### src/sv/baro_pkg.sv
// Package: shared types and constants for the barometric compensation core.
`timescale 1ns / 1ps
`default_nettype none
package baro_pkg;

  localparam int unsigned CfgIdxW  = 3;
  localparam int unsigned DataW    = 32;
  localparam int unsigned RawW     = 19;
  localparam int unsigned MaxShift = 16;

  localparam logic [CfgIdxW-1:0] REG_AC1_AC2 = 3'd0;
  localparam logic [CfgIdxW-1:0] REG_AC3_AC4 = 3'd1;
  localparam logic [CfgIdxW-1:0] REG_AC5_AC6 = 3'd2;
  localparam logic [CfgIdxW-1:0] REG_B1_B2   = 3'd3;
  localparam logic [CfgIdxW-1:0] REG_MC_MD   = 3'd4;
  localparam logic [CfgIdxW-1:0] REG_OSS     = 3'd5;

  localparam logic [DataW-1:0] C_4000  = 32'd4000;
  localparam logic [DataW-1:0] C_3038  = 32'd3038;
  localparam logic [DataW-1:0] C_M7357 = 32'hFFFF_E343;
  localparam logic [DataW-1:0] C_3791  = 32'd3791;
  localparam logic [DataW-1:0] C_50000 = 32'd50000;
  localparam logic [DataW-1:0] C_32768 = 32'd32768;
  localparam logic [DataW-1:0] C_SIGN  = 32'h8000_0000;

  typedef enum logic [5:0] {
    ST_IDLE,
    // temperature
    ST_T0, ST_T1, ST_T2, ST_T3, ST_T4,
    // pressure
    ST_P0, ST_P1, ST_P2, ST_P3, ST_P4, ST_P5, ST_P6, ST_P7, ST_P8, ST_P9,
    ST_P10, ST_P11, ST_P12, ST_P13, ST_P14, ST_P15, ST_P16, ST_P17,
    ST_P18, ST_P19,
    ST_DIVWAIT,
    ST_OUT
  } baro_state_t;

  // divider request
  typedef struct packed {
    logic             start;
    logic             sgn;
    logic [DataW-1:0] num;
    logic [DataW-1:0] den;
  } baro_div_req_t;

  typedef struct packed {
    logic             done;
    logic [DataW-1:0] quo;
  } baro_div_rsp_t;

endpackage : baro_pkg
`default_nettype wire

### src/sv/baro_div.sv
// Serial 32-bit divider, one quotient bit per cycle, signed or unsigned.
`timescale 1ns / 1ps
`default_nettype none
module baro_div (
  input  wire logic                   clk,
  input  wire logic                   rst_n,
  input  wire baro_pkg::baro_div_req_t req,
  output baro_pkg::baro_div_rsp_t     rsp
);
  import baro_pkg::*;

  localparam int unsigned CntW = $clog2(DataW + 1);

  logic [DataW-1:0] rem_r, rem_nxt;
  logic [DataW-1:0] quo_r, quo_nxt;
  logic [DataW-1:0] den_r, den_nxt;
  logic             neg_r, neg_nxt;
  logic [CntW-1:0]  cnt_r, cnt_nxt;
  logic             busy_r, busy_nxt;
  logic             done_r, done_nxt;
  logic [DataW:0]   trial;
  logic [DataW-1:0] shrem;

  always_comb begin
    rem_nxt  = rem_r;
    quo_nxt  = quo_r;
    den_nxt  = den_r;
    neg_nxt  = neg_r;
    cnt_nxt  = cnt_r;
    busy_nxt = busy_r;
    done_nxt = 1'b0;
    shrem    = {rem_r[DataW-2:0], quo_r[DataW-1]};
    trial    = {1'b0, shrem} - {1'b0, den_r};
    if (req.start) begin
      // take magnitudes; remember quotient sign
      quo_nxt  = (req.sgn && req.num[DataW-1]) ? (~req.num + 1'b1) : req.num;
      den_nxt  = (req.sgn && req.den[DataW-1]) ? (~req.den + 1'b1) : req.den;
      neg_nxt  = req.sgn && (req.num[DataW-1] ^ req.den[DataW-1]);
      rem_nxt  = '0;
      cnt_nxt  = CntW'(DataW);
      busy_nxt = 1'b1;
    end else if (busy_r) begin
      if (!trial[DataW]) begin
        rem_nxt = trial[DataW-1:0];
        quo_nxt = {quo_r[DataW-2:0], 1'b1};
      end else begin
        rem_nxt = shrem;
        quo_nxt = {quo_r[DataW-2:0], 1'b0};
      end
      cnt_nxt = cnt_r - 1'b1;
      if (cnt_r == CntW'(1)) begin
        busy_nxt = 1'b0;
        done_nxt = 1'b1;
      end
    end
  end

  always_ff @(posedge clk) begin
    if (!rst_n) begin
      busy_r <= 1'b0;
      done_r <= 1'b0;
      cnt_r  <= '0;
    end else begin
      busy_r <= busy_nxt;
      done_r <= done_nxt;
      cnt_r  <= cnt_nxt;
    end
    rem_r <= rem_nxt;
    quo_r <= quo_nxt;
    den_r <= den_nxt;
    neg_r <= neg_nxt;
  end

  assign rsp.done = done_r;
  assign rsp.quo  = neg_r ? (~quo_r + 1'b1) : quo_r;

endmodule : baro_div
`default_nettype wire

### src/sv/barometric_compensation_core.sv
// Top level: sequenced integer compensation for a barometric sensor.
`timescale 1ns / 1ps
`default_nettype none
// Each transfer on the in_ channel is one raw reading, tagged by in_kind as
// temperature (0) or pressure (1); each produces exactly one transfer on the
// out_ channel. A small sequencer drives one shared 32x32 multiplier (low 32
// bits kept) followed by an arithmetic right shifter, plus one serial divider
// that resolves one quotient bit per cycle; the sequencer waits on its done
// flag. An item that hits a zero divisor skips the divide. The core is not
// ready for a new item until the result has been taken. The temperature
// intermediate (B5) is kept across items and starts at zero.
// A zero divisor returns value 0 with divide_error set, and a temperature
// item that hits it leaves B5 untouched. Write the calibration registers
// only while the core is idle.
module barometric_compensation_core (
  input  wire logic                          clk,
  input  wire logic                          rst_n,
  input  wire logic                          in_valid,
  output logic                               in_stall,
  input  wire logic                          in_kind,
  input  wire logic [baro_pkg::RawW-1:0]     in_raw_value,
  output logic                               out_valid,
  input  wire logic                          out_stall,
  output logic                               out_result_kind,
  output logic signed [baro_pkg::DataW-1:0]  out_value,
  output logic                               out_divide_error,
  input  wire logic                          cfg_valid,
  output logic                               cfg_ready,
  input  wire logic [baro_pkg::CfgIdxW-1:0]  cfg_index,
  input  wire logic [baro_pkg::DataW-1:0]    cfg_data
);
  import baro_pkg::*;

  localparam int unsigned ShW = $clog2(MaxShift + 1);

  // configuration
  logic [DataW-1:0] ac12_r, ac34_r, ac56_r, b12_r, mcmd_r;
  logic [1:0]       oss_r;
  logic [DataW-1:0] b5_r, b5_nxt;

  // sequencer
  baro_state_t state_r, state_nxt;
  logic        kind_r;
  logic [RawW-1:0] raw_r;
  logic [DataW-1:0] acc_r, acc_nxt;   // divisor, tested for zero
  logic [DataW-1:0] a_r, a_nxt, b_r, b_nxt, c_r, c_nxt, d_r, d_nxt;
  logic [DataW-1:0] val_r, val_nxt;
  logic             err_r, err_nxt;
  logic             div_neg_r, div_neg_nxt;

  // shared multiply + shift unit operands
  logic [DataW-1:0] mul_a, mul_b, mul_p;
  logic [ShW-1:0]   sh_amt;
  logic [DataW-1:0] unit_out;
  logic [DataW-1:0] t_scaled;

  baro_div_req_t div_req;
  baro_div_rsp_t div_rsp;

  baro_div u_div (
    .clk   (clk),
    .rst_n (rst_n),
    .req   (div_req),
    .rsp   (div_rsp)
  );

  function automatic logic [DataW-1:0] hi_s(input logic [DataW-1:0] w);
    return {{(DataW/2){w[DataW-1]}}, w[DataW-1:DataW/2]};
  endfunction
  function automatic logic [DataW-1:0] lo_s(input logic [DataW-1:0] w);
    return {{(DataW/2){w[DataW/2-1]}}, w[DataW/2-1:0]};
  endfunction
  function automatic logic [DataW-1:0] asr(input logic [DataW-1:0] v,
                                           input logic [ShW-1:0] s);
    return DataW'($signed(v) >>> s);
  endfunction

  assign mul_p    = DataW'(mul_a * mul_b);
  assign unit_out = asr(mul_p, sh_amt);

  // temperature in 0.1 degree steps, before truncation to 16 bits
  assign t_scaled = asr(a_r + c_r + 32'd8, ShW'(4));

  // config writes
  assign cfg_ready = (state_r == ST_IDLE);
  always_ff @(posedge clk) begin
    if (!rst_n) begin
      ac12_r <= '0; ac34_r <= '0; ac56_r <= '0;
      b12_r  <= '0; mcmd_r <= '0; oss_r  <= '0;
    end else if (cfg_valid && cfg_ready) begin
      unique case (cfg_index)
        REG_AC1_AC2: ac12_r <= cfg_data;
        REG_AC3_AC4: ac34_r <= cfg_data;
        REG_AC5_AC6: ac56_r <= cfg_data;
        REG_B1_B2:   b12_r  <= cfg_data;
        REG_MC_MD:   mcmd_r <= cfg_data;
        REG_OSS:     oss_r  <= cfg_data[1:0];
        default: ;
      endcase
    end
  end

  assign in_stall = (state_r != ST_IDLE);

  // next state
  always_comb begin
    state_nxt = state_r;
    unique case (state_r)
      ST_IDLE:    if (in_valid) state_nxt = in_kind ? ST_P0 : ST_T0;
      ST_T0:      state_nxt = ST_T1;
      ST_T1:      state_nxt = ST_T2;
      ST_T2:      state_nxt = (acc_r == '0) ? ST_OUT : ST_T3;
      ST_T3:      state_nxt = ST_DIVWAIT;
      ST_T4:      state_nxt = ST_OUT;
      ST_P0:      state_nxt = ST_P1;
      ST_P1:      state_nxt = ST_P2;
      ST_P2:      state_nxt = ST_P3;
      ST_P3:      state_nxt = ST_P4;
      ST_P4:      state_nxt = ST_P5;
      ST_P5:      state_nxt = ST_P6;
      ST_P6:      state_nxt = ST_P7;
      ST_P7:      state_nxt = ST_P8;
      ST_P8:      state_nxt = ST_P9;
      ST_P9:      state_nxt = ST_P10;
      ST_P10:     state_nxt = (acc_r == '0) ? ST_OUT : ST_P11;
      ST_P11:     state_nxt = ST_DIVWAIT;
      ST_DIVWAIT: if (div_rsp.done) state_nxt = kind_r ? ST_P12 : ST_T4;
      ST_P12:     state_nxt = ST_P13;
      ST_P13:     state_nxt = ST_P14;
      ST_P14:     state_nxt = ST_P15;
      ST_P15:     state_nxt = ST_P16;
      ST_P16:     state_nxt = ST_P17;
      ST_P17:     state_nxt = ST_P18;
      ST_P18:     state_nxt = ST_P19;
      ST_P19:     state_nxt = ST_OUT;
      ST_OUT:     if (!out_stall) state_nxt = ST_IDLE;
      default:    state_nxt = ST_IDLE;
    endcase
  end

  // datapath control: at most one multiply-shift per cycle
  always_comb begin
    acc_nxt = acc_r; a_nxt = a_r; b_nxt = b_r; c_nxt = c_r; d_nxt = d_r;
    val_nxt = val_r; err_nxt = err_r; b5_nxt = b5_r; div_neg_nxt = div_neg_r;
    mul_a = '0; mul_b = '0; sh_amt = '0;
    div_req = '0;
    unique case (state_r)
      ST_IDLE: begin
        err_nxt = 1'b0;
        val_nxt = '0;
      end
      // x1 = (ut - ac6) * ac5 >>> 15
      ST_T0: begin
        mul_a = {16'd0, raw_r[15:0]} - {16'd0, ac56_r[15:0]};
        mul_b = {16'd0, ac56_r[31:16]};
        sh_amt = ShW'(15);
        a_nxt = unit_out;
      end
      // mc * 2048
      ST_T1: begin
        mul_a = hi_s(mcmd_r); mul_b = 32'd2048;
        b_nxt = unit_out;
        acc_nxt = a_r + lo_s(mcmd_r);
      end
      ST_T2: if (acc_r == '0) err_nxt = 1'b1;
      ST_T3: begin
        div_req.start = 1'b1; div_req.sgn = 1'b1;
        div_req.num = b_r; div_req.den = acc_r;
      end
      ST_T4: begin
        b5_nxt = a_r + c_r;
        val_nxt = {{16{t_scaled[15]}}, t_scaled[15:0]};
      end
      // b6 = b5 - 4000 -> a
      ST_P0: a_nxt = b5_r - C_4000;
      // sq = b6*b6 >>> 12 -> b
      ST_P1: begin
        mul_a = a_r; mul_b = a_r; sh_amt = ShW'(12);
        b_nxt = unit_out;
      end
      // x1 = b2*sq >>> 11 -> c
      ST_P2: begin
        mul_a = lo_s(b12_r); mul_b = b_r; sh_amt = ShW'(11);
        c_nxt = unit_out;
      end
      // x3 = x1 + ac2*b6 >>> 11 -> c
      ST_P3: begin
        mul_a = lo_s(ac12_r); mul_b = a_r; sh_amt = ShW'(11);
        c_nxt = c_r + unit_out;
      end
      // b3 -> d
      ST_P4: begin
        mul_a = hi_s(ac12_r); mul_b = 32'd4;
        d_nxt = asr(((unit_out + c_r) << oss_r) + 32'd2, ShW'(2));
      end
      // x1' = ac3*b6 >>> 13 -> c
      ST_P5: begin
        mul_a = hi_s(ac34_r); mul_b = a_r; sh_amt = ShW'(13);
        c_nxt = unit_out;
      end
      // x3' = (x1' + b1*sq >>> 16 + 2) >>> 2 -> c
      ST_P6: begin
        mul_a = hi_s(b12_r); mul_b = b_r; sh_amt = ShW'(16);
        c_nxt = asr(c_r + unit_out + 32'd2, ShW'(2));
      end
      // b4 = ac4*(x3+32768) >> 15 -> b
      ST_P7: begin
        mul_a = {16'd0, ac34_r[15:0]}; mul_b = c_r + C_32768;
        b_nxt = mul_p >> 15;
      end
      // b7 = (raw - b3) * (50000 >> oss) -> c
      ST_P8: begin
        mul_a = {13'd0, raw_r} - d_r; mul_b = C_50000 >> oss_r;
        c_nxt = mul_p;
      end
      ST_P9: acc_nxt = b_r;
      ST_P10: if (acc_r == '0) err_nxt = 1'b1;
      // branch on b7 sign bit
      ST_P11: begin
        div_req.start = 1'b1; div_req.sgn = 1'b0; div_req.den = b_r;
        div_neg_nxt = (c_r >= C_SIGN);
        div_req.num = (c_r < C_SIGN) ? (c_r << 1) : c_r;
      end
      ST_DIVWAIT: if (div_rsp.done) begin
        if (kind_r) a_nxt = div_neg_r ? (div_rsp.quo << 1) : div_rsp.quo;
        else c_nxt = div_rsp.quo;
      end
      // ps = p >>> 8 -> b
      ST_P12: b_nxt = asr(a_r, ShW'(8));
      ST_P13: begin
        mul_a = b_r; mul_b = b_r;
        b_nxt = mul_p;
      end
      ST_P14: begin
        mul_a = b_r; mul_b = C_3038; sh_amt = ShW'(16);
        c_nxt = unit_out;
      end
      ST_P15: begin
        mul_a = C_M7357; mul_b = a_r; sh_amt = ShW'(16);
        c_nxt = c_r + unit_out;
      end
      ST_P16: c_nxt = c_r + C_3791;
      ST_P17: c_nxt = asr(c_r, ShW'(4));
      ST_P18: a_nxt = a_r + c_r;
      ST_P19: val_nxt = a_r;
      default: ;
    endcase
  end

  always_ff @(posedge clk) begin
    if (!rst_n) begin
      state_r <= ST_IDLE;
      b5_r    <= '0;
    end else begin
      state_r <= state_nxt;
      b5_r    <= b5_nxt;
    end
    if (state_r == ST_IDLE && in_valid) begin
      kind_r <= in_kind;
      raw_r  <= in_raw_value;
    end
    acc_r <= acc_nxt; a_r <= a_nxt; b_r <= b_nxt; c_r <= c_nxt; d_r <= d_nxt;
    val_r <= val_nxt; err_r <= err_nxt; div_neg_r <= div_neg_nxt;
  end

  assign out_valid        = (state_r == ST_OUT);
  assign out_result_kind  = kind_r;
  assign out_value        = err_r ? '0 : val_r;
  assign out_divide_error = err_r;

  // not ready for input while a result is pending
  a_out_blocks_in: assert property (@(posedge clk) disable iff (!rst_n)
    out_valid |-> in_stall)
    else $error("input accepted while result pending");

  // temperature divide error leaves B5 untouched
  a_b5_hold: assert property (@(posedge clk) disable iff (!rst_n)
    (out_valid && out_divide_error) |-> $stable(b5_r))
    else $error("B5 changed on error");

  // a divide error always reports zero
  a_err_zero: assert property (@(posedge clk) disable iff (!rst_n)
    (out_valid && out_divide_error) |-> (out_value == '0))
    else $error("error result not zero");

  // divider completes only while waiting on it
  a_div_done: assert property (@(posedge clk) disable iff (!rst_n)
    div_rsp.done |-> (state_r == ST_DIVWAIT))
    else $error("stray divider completion");

  // config port closed while a result is pending
  a_cfg_idle: assert property (@(posedge clk) disable iff (!rst_n)
    cfg_ready |-> !out_valid)
    else $error("config open while busy");

endmodule : barometric_compensation_core
`default_nettype wire

### config.mk
export PLATFORM = sky130hd
export DESIGN_NAME = barometric_compensation_core
export DESIGN_NICKNAME = d
export VERILOG_FILES = /design/src/sv/baro_pkg.sv /design/src/sv/baro_div.sv /design/src/sv/barometric_compensation_core.sv
export SDC_FILE = /design/constraint.sdc
export NUM_CORES = 2
export LEC_CHECK = 0
export BUFFER_PORTS_ARGS = -buffer_cell sky130_fd_sc_hd__buf_2
export CAP_MARGIN = 20
export CORE_MARGIN = 2
export CORE_UTILIZATION = 40
export CTS_CLUSTER_DIAMETER = 200
export DETAILED_ROUTE_END_ITERATION = 6
export GPL_TIMING_DRIVEN = 0
export PLACE_DENSITY_LB_ADDON = 0.08
export SYNTH_ARGS = -nofsm -noshare
export SYNTH_HDL_FRONTEND = slang
export SYNTH_SLANG_ARGS = --single-unit
### constraint.sdc
create_clock -name clk -period 29.9 [get_ports clk]
set_input_delay 1.495 -clock clk [delete_from_list [all_inputs] [get_ports clk]]
set_output_delay 1.495 -clock clk [all_outputs]
set_load 0.01 [all_outputs]
==> results.toml <==
[worst_hold_path]
min-delay-start = "ac56_r[8]$_SDFFE_PN0P_"
min_path_type = "reg2reg"

[clock_tree]
clk_pin_slew_ns = 0.06
ctsHtreeMaxLevel = 3
clock_latency_ns = 0.69
cts_tree = "done"
cts_setup_buffers = 0
cts-buffers-inserted = 68
clk_path_buf_depth = 3
root_buffer = "clkbuf_16"
clkSinkCount = 515
postCtsHoldBufs = 0
cts_resized = 0

[global_routing]
grt_max_degree = 40
grt_pass1_wl_mm = 396.3
grt_pass1_vias = 51530
grt_antenna_before_repair = 25
track_usage_pct = 40.68
overflow = 0

[cells_and_area]
multi_input_area_mm2 = 0.03767
area_growth_pct = 10.79
seq_area_mm2 = 0.01308
drive_above_1_share_pct = 5.559
nNetsFinal = 7646
fillers = 13850

[synth]
synth_compound_area_share_pct = 19.67
syn-num-nets = 7418
synth_xor_area_share_pct = 6.908
synth_area_mm2 = 0.05428
syn_area_per_cell_um2 = 8.170
synth_top_family_by_area = "adder cells"
ys_seq_elements = 515
yosysSeqAreaShare_pct = 24.10
async_reset_ff_share_pct = 0
yosys-mux-area-fraction_pct = 1.945
synthAdderAreaFrac_pct = 22.18
synth_cell_types = 100
synth-edff-count = 277
synthSimpleGateAreaFrac_pct = 18.47
ys.flop_type = "edfxtp_1"
ys_warn_count = 0
synthCells = 6644

[sta]
fin_setup_tns_ns = 0
fmax_ghz = 0.05165
setup_viol = 0
finalCriticalPeriod_ns = 19.36
worst_clock_skew_ns = 0.03149
report.final.slew_viol_count = 7
min_period_over_period_pct = 64.75
relSlewSlack_pct = -3.394
rsz0062_at_grt = "false"
worst_pin_slew_ns = 1.551
hold_viol = 0

[worst_setup_path]
crit_path_end_kind = "register"
crit_path_start_kind = "register"
r2r-start = "state_r[3]$_SDFFE_PN0P_"
crit_type = "reg2reg"
cp-startpoint = "state_r[3]$_SDFFE_PN0P_"
crit_required_ns = 30.32
cp_max_fo = 10
crit_top_cell = "fa_1"
crit_arrival_ns = 19.78
critPathMaxStageDelay_ns = 0.94
r2r_setup_slack_ns = 10.54
cp_slowest_cell = "clkbuf_1"

[detailed_routing]
m1WireLength_mm = 108.3
dr_wl_met3_mm = 27.67
vias = 53980
viasPerCell = 6.190
drtAntennaViolNets = 0
wl_met2_mm = 123.1
drt_first_pass_iters = 7
drtIter0Drc = 6870
post-route-drc-count = 36
routed_wl_mm = 285.7
routedWlPerCell_um = 32.77
highest_layer = "met5"

[run]
maxCapViolCount = 0

[placed_design]
gp_congestion = 1.116
io_buffers = 95
dpl.hpwl_mm = 231.8

[die]
die_area_mm2 = 0.1387
io_pins = 97
die_y_um = 372.4
start_util_pct = 40.17
die_x_um = 372.4
core-area_mm2 = 0.1351
std_cell_rows = 135

[status]
failed_checks = "design-rule violations, max-slew violations"
status = "finished, violations left"
## worst max-delay path, delay by kind of cell, from the launching register on
family	cells	cell delay, ns
flip-flops	1	0.50
adder cells (fa/ha/maj)	10	4.74
AND/OR/NAND/NOR	12	3.31
AO/OA/AOI/OAI	17	6.10
XOR/XNOR	3	0.68
buffers and inverters	8	3.73
## layer usage
layer  GRT usage, %  vias up
li1               -    23370
met1          50.20    26490
met2          61.87     3247
met3          9.058      867
met4          30.97       14
met5              0        -
## synthesized netlist by cell type, types with 69 or more instances
cell	instances	area, µm²
dfxtp_1	238	4765
fa_1	414	8288
mux2i_1	92	920.9
a21o_1	73	548.0
nor3_1	83	415.4
ha_1	300	3754
o21ai_0	358	1792
a221oi_1	69	604.3
inv_1	568	2132
nor2_1	639	2399
a21oi_1	522	2613
clkbuf_1	320	1201
nand2b_1	89	556.8
xnor2_1	253	2216
nand2_1	1038	3896
nor2b_1	89	556.8
xor2_1	157	1375
nand3_1	96	480.5
edfxtp_1	277	8318
## through the flow
| step | setup slack (ns) | area, µm² | util (%) | std cells | hold slack (ns) |
|---|---|---|---|---|---|
| final | 10.54 | 60140 | 44.50 | 8720 | 0.4564 |
| after global routing | 10.14 | 60110 | 44.49 | 8710 | 0.4656 |
| after floorplan | 16.09 | 54280 | - | 6644 | 0.4319 |
| after global placement | 9.700 | 56990 | 42.17 | 8520 | 0.4415 |
| after detailed placement | 11.35 | 57720 | 42.71 | 8576 | 0.4477 |
| after CTS | 11.30 | 60020 | 44.42 | 8700 | 0.4562 |
## placed cells by master, fill, tap and decap left out, types with 35 or more instances in the layout
cell / count
a211oi_1: 51
a21o_1: 73
a21oi_1: 520
a221o_1: 50
a221oi_1: 63
a22oi_1: 67
and3_1: 42
buf_1: 35
buf_2: 126
buf_4: 37
clkbuf_1: 329
clkbuf_16: 72
dfxtp_1: 238
edfxtp_1: 277
fa_1: 414
ha_1: 300
inv_1: 568
mux2i_1: 92
nand2_1: 1038
nand2b_1: 88
nand3_1: 96
nor2_1: 639
nor2b_1: 89
nor3_1: 79
o211ai_1: 42
o21a_1: 46
o21ai_0: 351
o221ai_1: 36
o22ai_1: 40
xnor2_1: 253
xor2_1: 157
## logic make-up after synthesis
group / count (synthesis)
xor gates and xnor gates: 417
and+or+nand+nor: 2287
AOI/OAI and AO/OA: 1651
adders and majority gates: 714
DFF: 515
muxes: 103
buffers and inverters: 957
## area by class of cell
cell class / count / area share (%)
diodes: 13 / 0.05409
plain buffers: 386 / 2.509
clock buffers: 90 / 3.241
clock inverters: 34 / 0.5846
inverters: 571 / 3.564
multi-input cells: 5172 / 62.65
flip-flops and latches: 515 / 21.75
well taps: 1781 / 3.705
repair buffers: 158 / 1.941
## path summary, 6_finish.rpt
kind | to | cells after the start
setup / recovery | c_r[31]$_DFFE_PP_ | 50
hold / removal | ac56_r[8]$_SDFFE_PN0P_ | 2
setup reg to reg | c_r[31]$_DFFE_PP_ | 50
hold reg to reg | ac56_r[8]$_SDFFE_PN0P_ | 2
Power is not shown: default switching activity piles up to over one toggle a cycle in this logic, so the estimate is an artifact.
